### config.mk
export PLATFORM = sky130hd
export DESIGN_NAME = spi_frame_deframer_xor_check_core
export DESIGN_NICKNAME = d
export VERILOG_FILES = /design/src/hdl/sfd_pkg.sv /design/src/hdl/sfd_in_stage.sv /design/src/hdl/sfd_parser.sv /design/src/hdl/sfd_out_reg.sv /design/src/hdl/spi_frame_deframer_xor_check_core.sv
export SDC_FILE = /design/constraint.sdc
export NUM_CORES = 1
export LEC_CHECK = 0
export ABC_AREA = 1
export BUFFER_PORTS_ARGS = -buffer_cell sky130_fd_sc_hd__buf_4
export CAP_MARGIN = 20
export CORE_AREA = 8 8 102 113
export CTS_CLUSTER_SIZE = 10
export DETAILED_ROUTE_END_ITERATION = 16
export DIE_AREA = 0 0 110 121
export MAX_ROUTING_LAYER = met4
export PLACE_DENSITY = 0.73
export SETUP_SLACK_MARGIN = 0.2
export SLEW_MARGIN = 20
export SYNTH_ARGS = -nofsm -noshare
export SYNTH_HDL_FRONTEND = slang
export SYNTH_SLANG_ARGS = --single-unit
export TNS_END_PERCENT = 1
### constraint.sdc
create_clock -name clk -period 5.3 [get_ports clk]
set_clock_uncertainty 0.2 [all_clocks]
set_input_delay 0.53 -clock clk [delete_from_list [all_inputs] [get_ports clk]]
set_output_delay 0.53 -clock clk [all_outputs]
set_load 0.02 [all_outputs]
### src/hdl/sfd_pkg.sv
// shared types and codes for the frame deframer with xor checksum
// no dependencies; imported by every module of the block
package sfd_pkg;

  // frame phase of the parser
  typedef enum logic [2:0] {
    PH_IDLE  = 3'd0,
    PH_START = 3'd1,
    PH_LEN   = 3'd2,
    PH_DATA  = 3'd3,
    PH_CHECK = 3'd4
  } phase_t;

  // end-of-frame status codes
  typedef enum logic [1:0] {
    ST_OK       = 2'd0,
    ST_BADSTART = 2'd1,
    ST_BADSUM   = 2'd2,
    ST_TOOLONG  = 2'd3
  } status_t;

  // result kind
  localparam logic KIND_DATA   = 1'b0;
  localparam logic KIND_STATUS = 1'b1;

  // configuration register indexes
  localparam int unsigned CFG_IDX_W = 1;
  localparam logic [CFG_IDX_W-1:0] CFG_START_CODE = 1'd0;
  localparam logic [CFG_IDX_W-1:0] CFG_MAX_LENGTH = 1'd1;

  localparam logic [7:0] CFG_RESET_VALUE = 8'hFF;

  // one received byte held in the input register
  typedef struct packed {
    logic [7:0] rx_byte;
    logic       frame_begin;
  } in_beat_t;

  // one result beat from parser to output register
  typedef struct packed {
    logic       valid;
    logic       kind;
    logic [7:0] data_byte;
    logic [7:0] byte_index;
    logic [7:0] frame_length;
    status_t    status;
    logic       last;
  } result_t;

endpackage

### src/hdl/sfd_in_stage.sv
// input register for received bytes
// depends on sfd_pkg
module sfd_in_stage (
  input  logic             clk,
  input  logic             rst_n,
  input  logic             in_valid,
  output logic             in_ready,
  input  sfd_pkg::in_beat_t in_beat,
  output logic             hold_valid,
  input  logic             hold_take,
  output sfd_pkg::in_beat_t hold_beat
);
  import sfd_pkg::*;

  logic     valid_r;
  in_beat_t beat_r;

  // refill when empty or whenever the held byte moves on in the same cycle
  assign in_ready   = !valid_r || hold_take;
  assign hold_valid = valid_r;
  assign hold_beat  = beat_r;

  always_ff @(posedge clk) begin
    if (!rst_n) begin
      valid_r <= 1'b0;
    end else if (in_ready) begin
      valid_r <= in_valid;
    end
  end

  always_ff @(posedge clk) begin
    if (in_ready && in_valid) begin
      beat_r <= in_beat;
    end
  end

endmodule

### src/hdl/sfd_parser.sv
// frame phase machine, checksum and index counters, configuration registers
// depends on sfd_pkg
module sfd_parser (
  input  logic                       clk,
  input  logic                       rst_n,
  input  logic                       cfg_we,
  input  logic [sfd_pkg::CFG_IDX_W-1:0] cfg_index,
  input  logic [7:0]                 cfg_wdata,
  input  logic                       step,
  input  sfd_pkg::in_beat_t          beat,
  output sfd_pkg::result_t           result
);
  import sfd_pkg::*;

  logic [7:0] sc_value_r;
  logic [7:0] max_length_r;

  phase_t     phase_r, phase_nxt;
  logic [7:0] bytes_left_r, bytes_left_nxt;
  logic [7:0] running_xor_r, running_xor_nxt;
  logic [7:0] held_length_r, held_length_nxt;
  logic [7:0] next_index_r, next_index_nxt;

  logic [7:0] b;
  logic       start_bad;
  logic       too_long;

  assign b         = beat.rx_byte;
  assign start_bad = (b != sc_value_r);
  assign too_long  = (b > max_length_r);

  always_ff @(posedge clk) begin
    if (!rst_n) begin
      sc_value_r   <= CFG_RESET_VALUE;
      max_length_r <= CFG_RESET_VALUE;
    end else if (cfg_we) begin
      unique case (cfg_index)
        CFG_START_CODE: sc_value_r   <= cfg_wdata;
        CFG_MAX_LENGTH: max_length_r <= cfg_wdata;
        default: ;
      endcase
    end
  end

  // next phase
  always_comb begin
    phase_nxt = phase_r;
    if (beat.frame_begin) begin
      phase_nxt = PH_START;
    end else begin
      unique case (phase_r)
        PH_START: phase_nxt = start_bad ? PH_IDLE : PH_LEN;
        PH_LEN: begin
          if (too_long)        phase_nxt = PH_IDLE;
          else if (b == 8'd0)  phase_nxt = PH_CHECK;
          else                 phase_nxt = PH_DATA;
        end
        PH_DATA:  phase_nxt = (bytes_left_r == 8'd1) ? PH_CHECK : PH_DATA;
        PH_CHECK: phase_nxt = PH_IDLE;
        default:  phase_nxt = PH_IDLE;
      endcase
    end
  end

  // counters and checksum
  always_comb begin
    bytes_left_nxt  = bytes_left_r;
    running_xor_nxt = running_xor_r;
    held_length_nxt = held_length_r;
    next_index_nxt  = next_index_r;
    if (beat.frame_begin) begin
      bytes_left_nxt  = 8'd0;
      running_xor_nxt = 8'd0;
      held_length_nxt = 8'd0;
      next_index_nxt  = 8'd0;
    end else begin
      case (phase_r)
        PH_LEN: begin
          held_length_nxt = b;
          if (!too_long) bytes_left_nxt = b;
        end
        PH_DATA: begin
          running_xor_nxt = running_xor_r ^ b;
          next_index_nxt  = next_index_r + 8'd1;
          bytes_left_nxt  = bytes_left_r - 8'd1;
        end
        default: ;
      endcase
    end
  end

  // result for this byte
  always_comb begin
    result = '0;
    if (!beat.frame_begin) begin
      unique case (phase_r)
        PH_START: begin
          if (start_bad) begin
            result.valid  = 1'b1;
            result.kind   = KIND_STATUS;
            result.status = ST_BADSTART;
            result.last   = 1'b1;
          end
        end
        PH_LEN: begin
          if (too_long) begin
            result.valid        = 1'b1;
            result.kind         = KIND_STATUS;
            result.frame_length = b;
            result.status       = ST_TOOLONG;
            result.last         = 1'b1;
          end
        end
        PH_DATA: begin
          result.valid      = 1'b1;
          result.kind       = KIND_DATA;
          result.data_byte  = b;
          result.byte_index = next_index_r;
        end
        PH_CHECK: begin
          result.valid        = 1'b1;
          result.kind         = KIND_STATUS;
          result.frame_length = held_length_r;
          result.status       = (b == running_xor_r) ? ST_OK : ST_BADSUM;
          result.last         = 1'b1;
        end
        default: ;
      endcase
    end
  end

  always_ff @(posedge clk) begin
    if (!rst_n) begin
      phase_r       <= PH_IDLE;
      bytes_left_r  <= 8'd0;
      running_xor_r <= 8'd0;
      held_length_r <= 8'd0;
      next_index_r  <= 8'd0;
    end else if (step) begin
      phase_r       <= phase_nxt;
      bytes_left_r  <= bytes_left_nxt;
      running_xor_r <= running_xor_nxt;
      held_length_r <= held_length_nxt;
      next_index_r  <= next_index_nxt;
    end
  end

endmodule

### src/hdl/sfd_out_reg.sv
// result register feeding the output stream
// depends on sfd_pkg
module sfd_out_reg (
  input  logic             clk,
  input  logic             rst_n,
  input  logic             load,
  input  sfd_pkg::result_t result,
  output logic             free,
  output logic             out_valid,
  input  logic             out_ready,
  output sfd_pkg::result_t held
);
  import sfd_pkg::*;

  logic    valid_r;
  result_t res_r;

  assign free      = !valid_r || out_ready;
  assign out_valid = valid_r;
  assign held      = res_r;

  always_ff @(posedge clk) begin
    if (!rst_n) begin
      valid_r <= 1'b0;
    end else if (free) begin
      valid_r <= load && result.valid;
    end
  end

  always_ff @(posedge clk) begin
    if (free && load && result.valid) begin
      res_r <= result;
    end
  end

endmodule

### src/hdl/spi_frame_deframer_xor_check_core.sv
// top level of the length-prefixed frame deframer with xor checksum
// depends on sfd_pkg, sfd_in_stage, sfd_parser, sfd_out_reg
//
// Takes the received bytes of a framed serial transfer, one per input beat.
// A frame is: preamble (beat with in_tuser set), start code, length byte L,
// L data bytes and a checksum byte equal to the xor of the data bytes. Each
// data byte leaves as a data beat (out_tuser 0) with its index; the frame
// ends with one status beat (out_tuser 1, out_tlast 1) carrying the length
// and ok, bad start code, checksum mismatch or length over limit (lengths
// above max_length are refused at the length byte). A new preamble mid-frame
// drops the current frame silently; bytes outside a frame are ignored.
// Rate: one byte per clock, sustained. A byte is held in the input register;
// as it is taken on, the phase machine updates and the result register loads
// its result, which is then offered on the output stream. Both registers
// stall only while the result register holds an untaken beat.
// Configuration (index 0 start code, index 1 max length, both reset to 0xff)
// is to be written by the user only while the block is idle; not enforced.
module spi_frame_deframer_xor_check_core (
  input  logic                          clk,
  input  logic                          rst_n,
  // configuration write port
  input  logic                          cfg_we,
  input  logic [sfd_pkg::CFG_IDX_W-1:0] cfg_index,
  input  logic [7:0]                    cfg_wdata,
  // received byte stream
  input  logic                          in_tvalid,
  output logic                          in_tready,
  input  logic [7:0]                    in_tdata,  // [7:0] rx_byte
  input  logic                          in_tuser,  // [0] frame_begin
  // result stream
  output logic                          out_tvalid,
  input  logic                          out_tready,
  // [7:0] data_byte, [15:8] byte_index, [23:16] frame_length,
  // [25:24] status, [31:26] zero
  output logic [31:0]                   out_tdata,
  output logic                          out_tuser, // [0] kind
  output logic                          out_tlast  // last
);
  import sfd_pkg::*;

  in_beat_t in_beat;
  in_beat_t hold_beat;
  logic     hold_valid;
  logic     out_free;
  logic     step;
  result_t  result;
  result_t  held;

  assign in_beat.rx_byte     = in_tdata;
  assign in_beat.frame_begin = in_tuser;

  // the held byte is consumed once the result register can take its result
  assign step = hold_valid && out_free;

  sfd_in_stage u_in (
    .clk        (clk),
    .rst_n      (rst_n),
    .in_valid   (in_tvalid),
    .in_ready   (in_tready),
    .in_beat    (in_beat),
    .hold_valid (hold_valid),
    .hold_take  (step),
    .hold_beat  (hold_beat)
  );

  sfd_parser u_parser (
    .clk       (clk),
    .rst_n     (rst_n),
    .cfg_we    (cfg_we),
    .cfg_index (cfg_index),
    .cfg_wdata (cfg_wdata),
    .step      (step),
    .beat      (hold_beat),
    .result    (result)
  );

  sfd_out_reg u_out (
    .clk       (clk),
    .rst_n     (rst_n),
    .load      (step),
    .result    (result),
    .free      (out_free),
    .out_valid (out_tvalid),
    .out_ready (out_tready),
    .held      (held)
  );

  assign out_tdata = {6'd0, held.status, held.frame_length, held.byte_index, held.data_byte};
  assign out_tuser = held.kind;
  assign out_tlast = held.last;

endmodule
# After elaboration in Yosys (flattened, before gate mapping)

Cells that the tools add are included.

Reduce and logical (&&, ||, !) cells: 19
Equality and inequality tests: 8
Mux-type cells: 25
$lt $le $gt $ge: 1
Bitwise gates (word level): 3
Add/sub/neg operators: 2

Operators by type and width:

| cell                                                 | count |
|---|---|
| 2-to-1 mux 8 bit                                     | 8 |
| one-hot mux 8 bit (2 select lines)                   | 2 |
| 2-to-1 mux 29 bit                                    | 1 |
| one-hot mux 3 bit (3 select lines)                   | 2 |
| 2-to-1 mux 16 bit                                    | 1 |
| 2-to-1 mux 3 bit                                     | 4 |
| 2-to-1 mux 11 bit                                    | 1 |
| 2-to-1 mux 2 bit                                     | 5 |
| adder 8 x 1 -> 8 bit (second input constant)         | 1 |
| equality test 8 x 1 -> 1 bit (second input constant) | 1 |
| equality test 8 bit                                  | 1 |
| > comparator 8 bit                                   | 1 |
| logical NOT 8 bit                                    | 1 |
| != test 8 bit                                        | 1 |
| one-hot mux 2 bit (4 select lines)                   | 1 |
| AND reduction 2 bit                                  | 4 |
| subtractor 8 x 1 -> 8 bit (second input constant)    | 1 |
| XOR 8 bit                                            | 1 |
| equality test 3 x 2 -> 1 bit (second input constant) | 2 |
| logical AND 1 bit                                    | 5 |
| nonzero test 2 bit                                   | 2 |
| equality test 3 x 1 -> 1 bit (second input constant) | 1 |
| equality test 3 bit (second input constant)          | 1 |
| != test 3 bit (second input constant)                | 1 |
| 6 further kinds                                      | 9 |

Input port bits: 23
Flip-flop bits (word level): 90
Word-level logic and storage cells: 75

# Longest topological paths before layout

Depth in word-level cells: 5
Gate-level depth with buffers: 14
Mapped depth without buffers: 14

# Cells and area by module

A second synthesis with hierarchy kept.

Cells, all modules: 506
Area total of the unflattened synthesis: 4271.6 sq um

By module, submodules not included:

| module                            | sequential area each (sq um) | times used | cells each | area each (sq um) |
|---|---|---|---|---|
| sfd_parser                        | 1021.0                       | 1          | 445        | 2971.6 |
| sfd_out_reg                       | 890.9                        | 1          | 36         | 922.1 |
| sfd_in_stage                      | 290.3                        | 1          | 16         | 321.6 |
| spi_frame_deframer_xor_check_core | 0.0                          | 1          | 9          | 56.3 |

# Least setup slack after synthesis

No wires, ideal clock.

Path type: reg-to-reg
Start point: register u_in.beat_r, in the netlist u_in.hold_beat[8]
End point: register u_out.res_r, in the netlist u_out.held[0] (enable)
Clock period less this slack: 2.495 ns
Path buffers: 0
Required time: 4.717 ns
Arrival: 1.912 ns
Path slack: 2.805 ns
Cell stages (with the launch flop): 10
Cell sequence: edfxtp_1 -> ha_1 -> nand2_1 -> nor2_1 -> nand2_1 -> nand2_1 -> nand3_2 -> nand3_1 -> nand2_1 -> inv_1

Word-level cells in the longest chain between the ends: 5
Elaborated cells between the ends (all ways): 7

Ends and longest elaborated chain:

| element                                             | RTL line                            | text |
|---|---|---|
| start, declared                                     | sfd_in_stage.sv:16                  | `in_beat_t beat_r;` |
| start signal, assigned                              | sfd_in_stage.sv:33                  | `beat_r <= in_beat;` |
| > comparator 8 bit or != test 8 bit (tied branches) | sfd_parser.sv:30, sfd_parser.sv:29  |  |
| 2-to-1 mux 2 bit, on equally long branches          | sfd_parser.sv:106, sfd_parser.sv:98 |  |
| one-hot mux 2 bit (4 select lines) (*)              | sfd_parser.sv:96                    | `unique case (phase_r)` |
| 2-to-1 mux 29 bit (*)                               | sfd_parser.sv:95                    | `if (!beat.frame_begin) begin` |
| logical AND 1 bit (*)                               | sfd_out_reg.sv:31                   | `if (free && load && result.valid) begin` |
| end signal, assigned                                | sfd_out_reg.sv:32                   | `res_r <= result;` |
| end, declared                                       | sfd_out_reg.sv:16                   | `result_t res_r;` |

Mark *: on every way between the ends. The rest lies on a longest branch, timed or not.
A chain may end at the register's enable or synchronous reset.

# Worst setup path after layout

Start point: register u_in.beat_r, in the netlist u_in.hold_beat[7]
End point: register u_out.res_r, in the netlist u_out.held[23] (enable)

The elaborated chain is that of the path after synthesis.

==> summary.txt <==
======================================================================================
Result of the run                                                         finished, final reports clean
Cell count after placement                                                         677
Root buffer cell                                                              clkbuf_8
Initial cell density of the core                                                 44.0%
Headroom to the max-slew limit                                                   37.2%
Time the final worst path needs with I/O delays and setup                      3110 ps
Final clock period utilization by the worst path                                 58.7%
Cts-stage hold buffer count                                                          0
Count of buffers from port buffering                                                52
Buffers inserted during post-CTS setup optimization                                  0
Post-detail-place hpwl                                                         7390 um
GRT overflow                                                                         0
Post-route DRC                                                                       0
RePlAce Congestion                                                               0.893
Final Worst Setup Slack                                                        2190 ps
Share of total power in sequential cells                                         56.1%
Ys Warns                                                                             0
Post-CTS resize count                                                                0
Power density over the cells                                                274 mW/mm2
Total Die Area                                                              0.0133 mm2
Overall power consumption                                                      1.35 mW
Internal                                                                       1.00 mW
Kind of start point of the critical path                                          flop
Highest clock rate                                                             322 MHz
Slew Limit Fails                                                                     0
Transition time of the tightest slew-check pin                                  941 ps
Number of distinct standard cells referenced by the synthesized netlist             31
Cells on Worst Hold Path                                                             1
Final core utilization                                                           50.8%
Critical path data required time                                               4930 ps
Number of global-route vias before repair                                         3419
FP Rows                                                                             38
Peak fanout along the critical path                                                 28
Maximum buffer depth of the clock tree                                               2
Count of clock tree sinks                                                           90
Number of fill cells in the layout                                                 922
First-pass GRT wire length                                                    16000 um
Total of flip-flops plus latches after synthesis                                    90
TritonCTS clock tree                                                               yes
Worst Hold Class                                                             in -> reg
Count of pins on the block boundary                                                 59
VDD IR max                                                                    0.196 mV
Number of CTS-inserted buffers                                                       9
Detail-routed via count per cell                                                  5.09
Minimum setup slack after placement                                            2230 ps
Share of post-route cells with drive strength above 1                            14.5%
Final setup fails                                                                    0
Die Height                                                                      121 um
Cell area after technology mapping                                         0.00425 mm2
Detailed router's first-iteration violation count                                  205
Die extent in x                                                                 110 um
Clk pin slew, worst setup/hold paths                                             90 ps
Cell count after synthesis                                                         518
Maxcap violations                                                                    0
RSZ-0062 raised after global routing                                                no
Wirelength, routed                                                             9790 um
Combinational cell fraction of total power                                        8.8%
Fin nets                                                                           602
ANT nets after route                                                                 0
Clock insertion delay at the later pin of the skew report                       370 ps
Final std cells w/o fill                                                           693
Fin. Hold Viols                                                                      0
Sw Share                                                                         25.5%
Clock group share of total power                                                 35.1%
Hold_ws                                                                         133 ps
Seq/Total Area, Yosys                                                            51.1%
Setup tns final                                                                   0 ps
Antenna Diode Count                                                                  0
Critical path start-end classification                                      reg -> reg
CP Data Arrival Time                                                           2740 ps
Leakage power summed over all cells                                            2.08 nW
Total number of vias                                                              3530
Total iterations of the first detailed-routing run                                   5
Initial antenna violation count                                                      0
Area post-placement                                                        0.00470 mm2
Total GRT Usage                                                                  15.7%
Number of levels in the clock H-tree                                                 3
Type of destination of the critical path                                          flop
Area growth syn-to-layout                                                        15.5%
Pin count of the biggest net entering global routing                                29
Cells on worst reg2reg path                                                          8
Wire length per cell                                                           14.1 um
Cell area after layout                                                     0.00490 mm2
Switching Power                                                                 343 uW
Area of the placeable core                                                 0.00965 mm2
Post-synthesis area per instance                                              8.20 um2
======================================================================================
power groups by stage:
| stage | Sequential, mW | Clock, mW | Combinational [mW] |
|---|---|---|---|
| after floorplan | 0.762 | 0 | 0.0898 |
| after global placement | 0.769 | 0 | 0.114 |
| after detailed placement | 0.770 | 0 | 0.117 |
| after CTS | 0.754 | 0.486 | 0.118 |
| after global routing | 0.757 | 0.514 | 0.136 |
| final | 0.755 | 0.472 | 0.119 |
cells by family after synthesis:
group,synth area share [%]
buf+inv,7.51
simple gates,24.9
flops,51.1
compound gates,9.43
other cells,0.0883
fa+ha+maj,3.24
xor+xnor,3.71
cells in the final DEF (no fill, tap or decap), types with 2 or more instances in the layout:
cell type / count
clkinv_1: 3
a21oi_1: 42
inv_1: 53
clkbuf_8: 9
o211ai_1: 7
ha_1: 11
nand3_4: 2
inv_2: 3
nand4_1: 8
conb_1: 6
dfxtp_1: 53
buf_4: 52
edfxtp_1: 37
nor3_1: 5
o21ai_2: 2
xnor2_1: 13
nand3_1: 24
nor2_1: 71
xor2_1: 5
o21ai_0: 16
o22ai_1: 4
nor2_2: 3
nand2_1: 129
inv_6: 2
nand2_2: 3
nand3_2: 2
registers in the layout (all words and copies together) (netlist names), 8 cells and up:
register                flops
u_parser.bytes_left_r       8
u_parser.held_length_r      8
u_parser.running_xor_r      8
u_out.held                 28
u_parser.next_index_r       8
u_parser.sc_value_r         8
u_parser.max_length_r       8
u_in.hold_beat              9
final timing paths:
kind | to | startpoint | slack (ps)
max | u_out.held[23] | u_in.hold_beat[7] | 2190
min | u_in.hold_beat[7] | in_tdata[6] | 130
max reg2reg | u_out.held[23] | u_in.hold_beat[7] | 2190
min reg2reg | u_parser.held_length_r[7] | u_parser.held_length_r[7] | 270
cell usage after synthesis (all sizes together):
| library cell | number | area (um2) |
|---|---|---|
| a21boi | 1 | 7.51 |
| inv | 57 | 214 |
| nand2 | 133 | 514 |
| dfxtp | 53 | 1060 |
| o21ai | 18 | 97.6 |
| nand4 | 8 | 50.1 |
| clkbuf | 6 | 22.5 |
| ha | 11 | 138 |
| nor4 | 1 | 6.26 |
| xnor2 | 13 | 114 |
| o211ai | 7 | 52.6 |
| a21o | 1 | 7.51 |
| edfxtp | 37 | 1110 |
| clkinv | 1 | 3.75 |
| o22ai | 4 | 25.0 |
| xor2 | 5 | 43.8 |
| buf | 12 | 78.8 |
| nor2 | 74 | 285 |
| conb | 1 | 3.75 |
| a21oi | 42 | 210 |
| nand3 | 28 | 175 |
| nor3 | 5 | 25.0 |
worst max-delay path, cell delays in order, from the launching register on:
cell	delay (ps)
edfxtp_1	530
ha_1	350
nand2_1	60
nor2_1	150
nand4_1	190
nand3_2	180
nand3_1	80
nand2_1	100
clkinv_1	710
layout make-up:
| class | instances | area [um2] | share of cell area, % |
|---|---|---|---|
| clock buffer | 9 | 124 | 2.53 |
| clock inverter | 7 | 76.3 | 1.56 |
| inverter | 58 | 218 | 4.44 |
| multi-input combinational | 357 | 1770 | 36.2 |
| sequential | 90 | 2170 | 44.3 |
| tap | 120 | 150 | 3.06 |
| timing repair buffer | 52 | 390 | 7.96 |
metal layers:
layer	wire (um)	track usage, %	vias to the layer above	share of wire, %
li1	-	-	1770	-
met1	4480	19.4	1618	46
met2	4500	24.5	120	46
met3	567	2.44	22	5.8
met4	241	7.27	0	2.5
met5	0	-	-	0
Note: power is estimated with default switching activity, not from simulation.
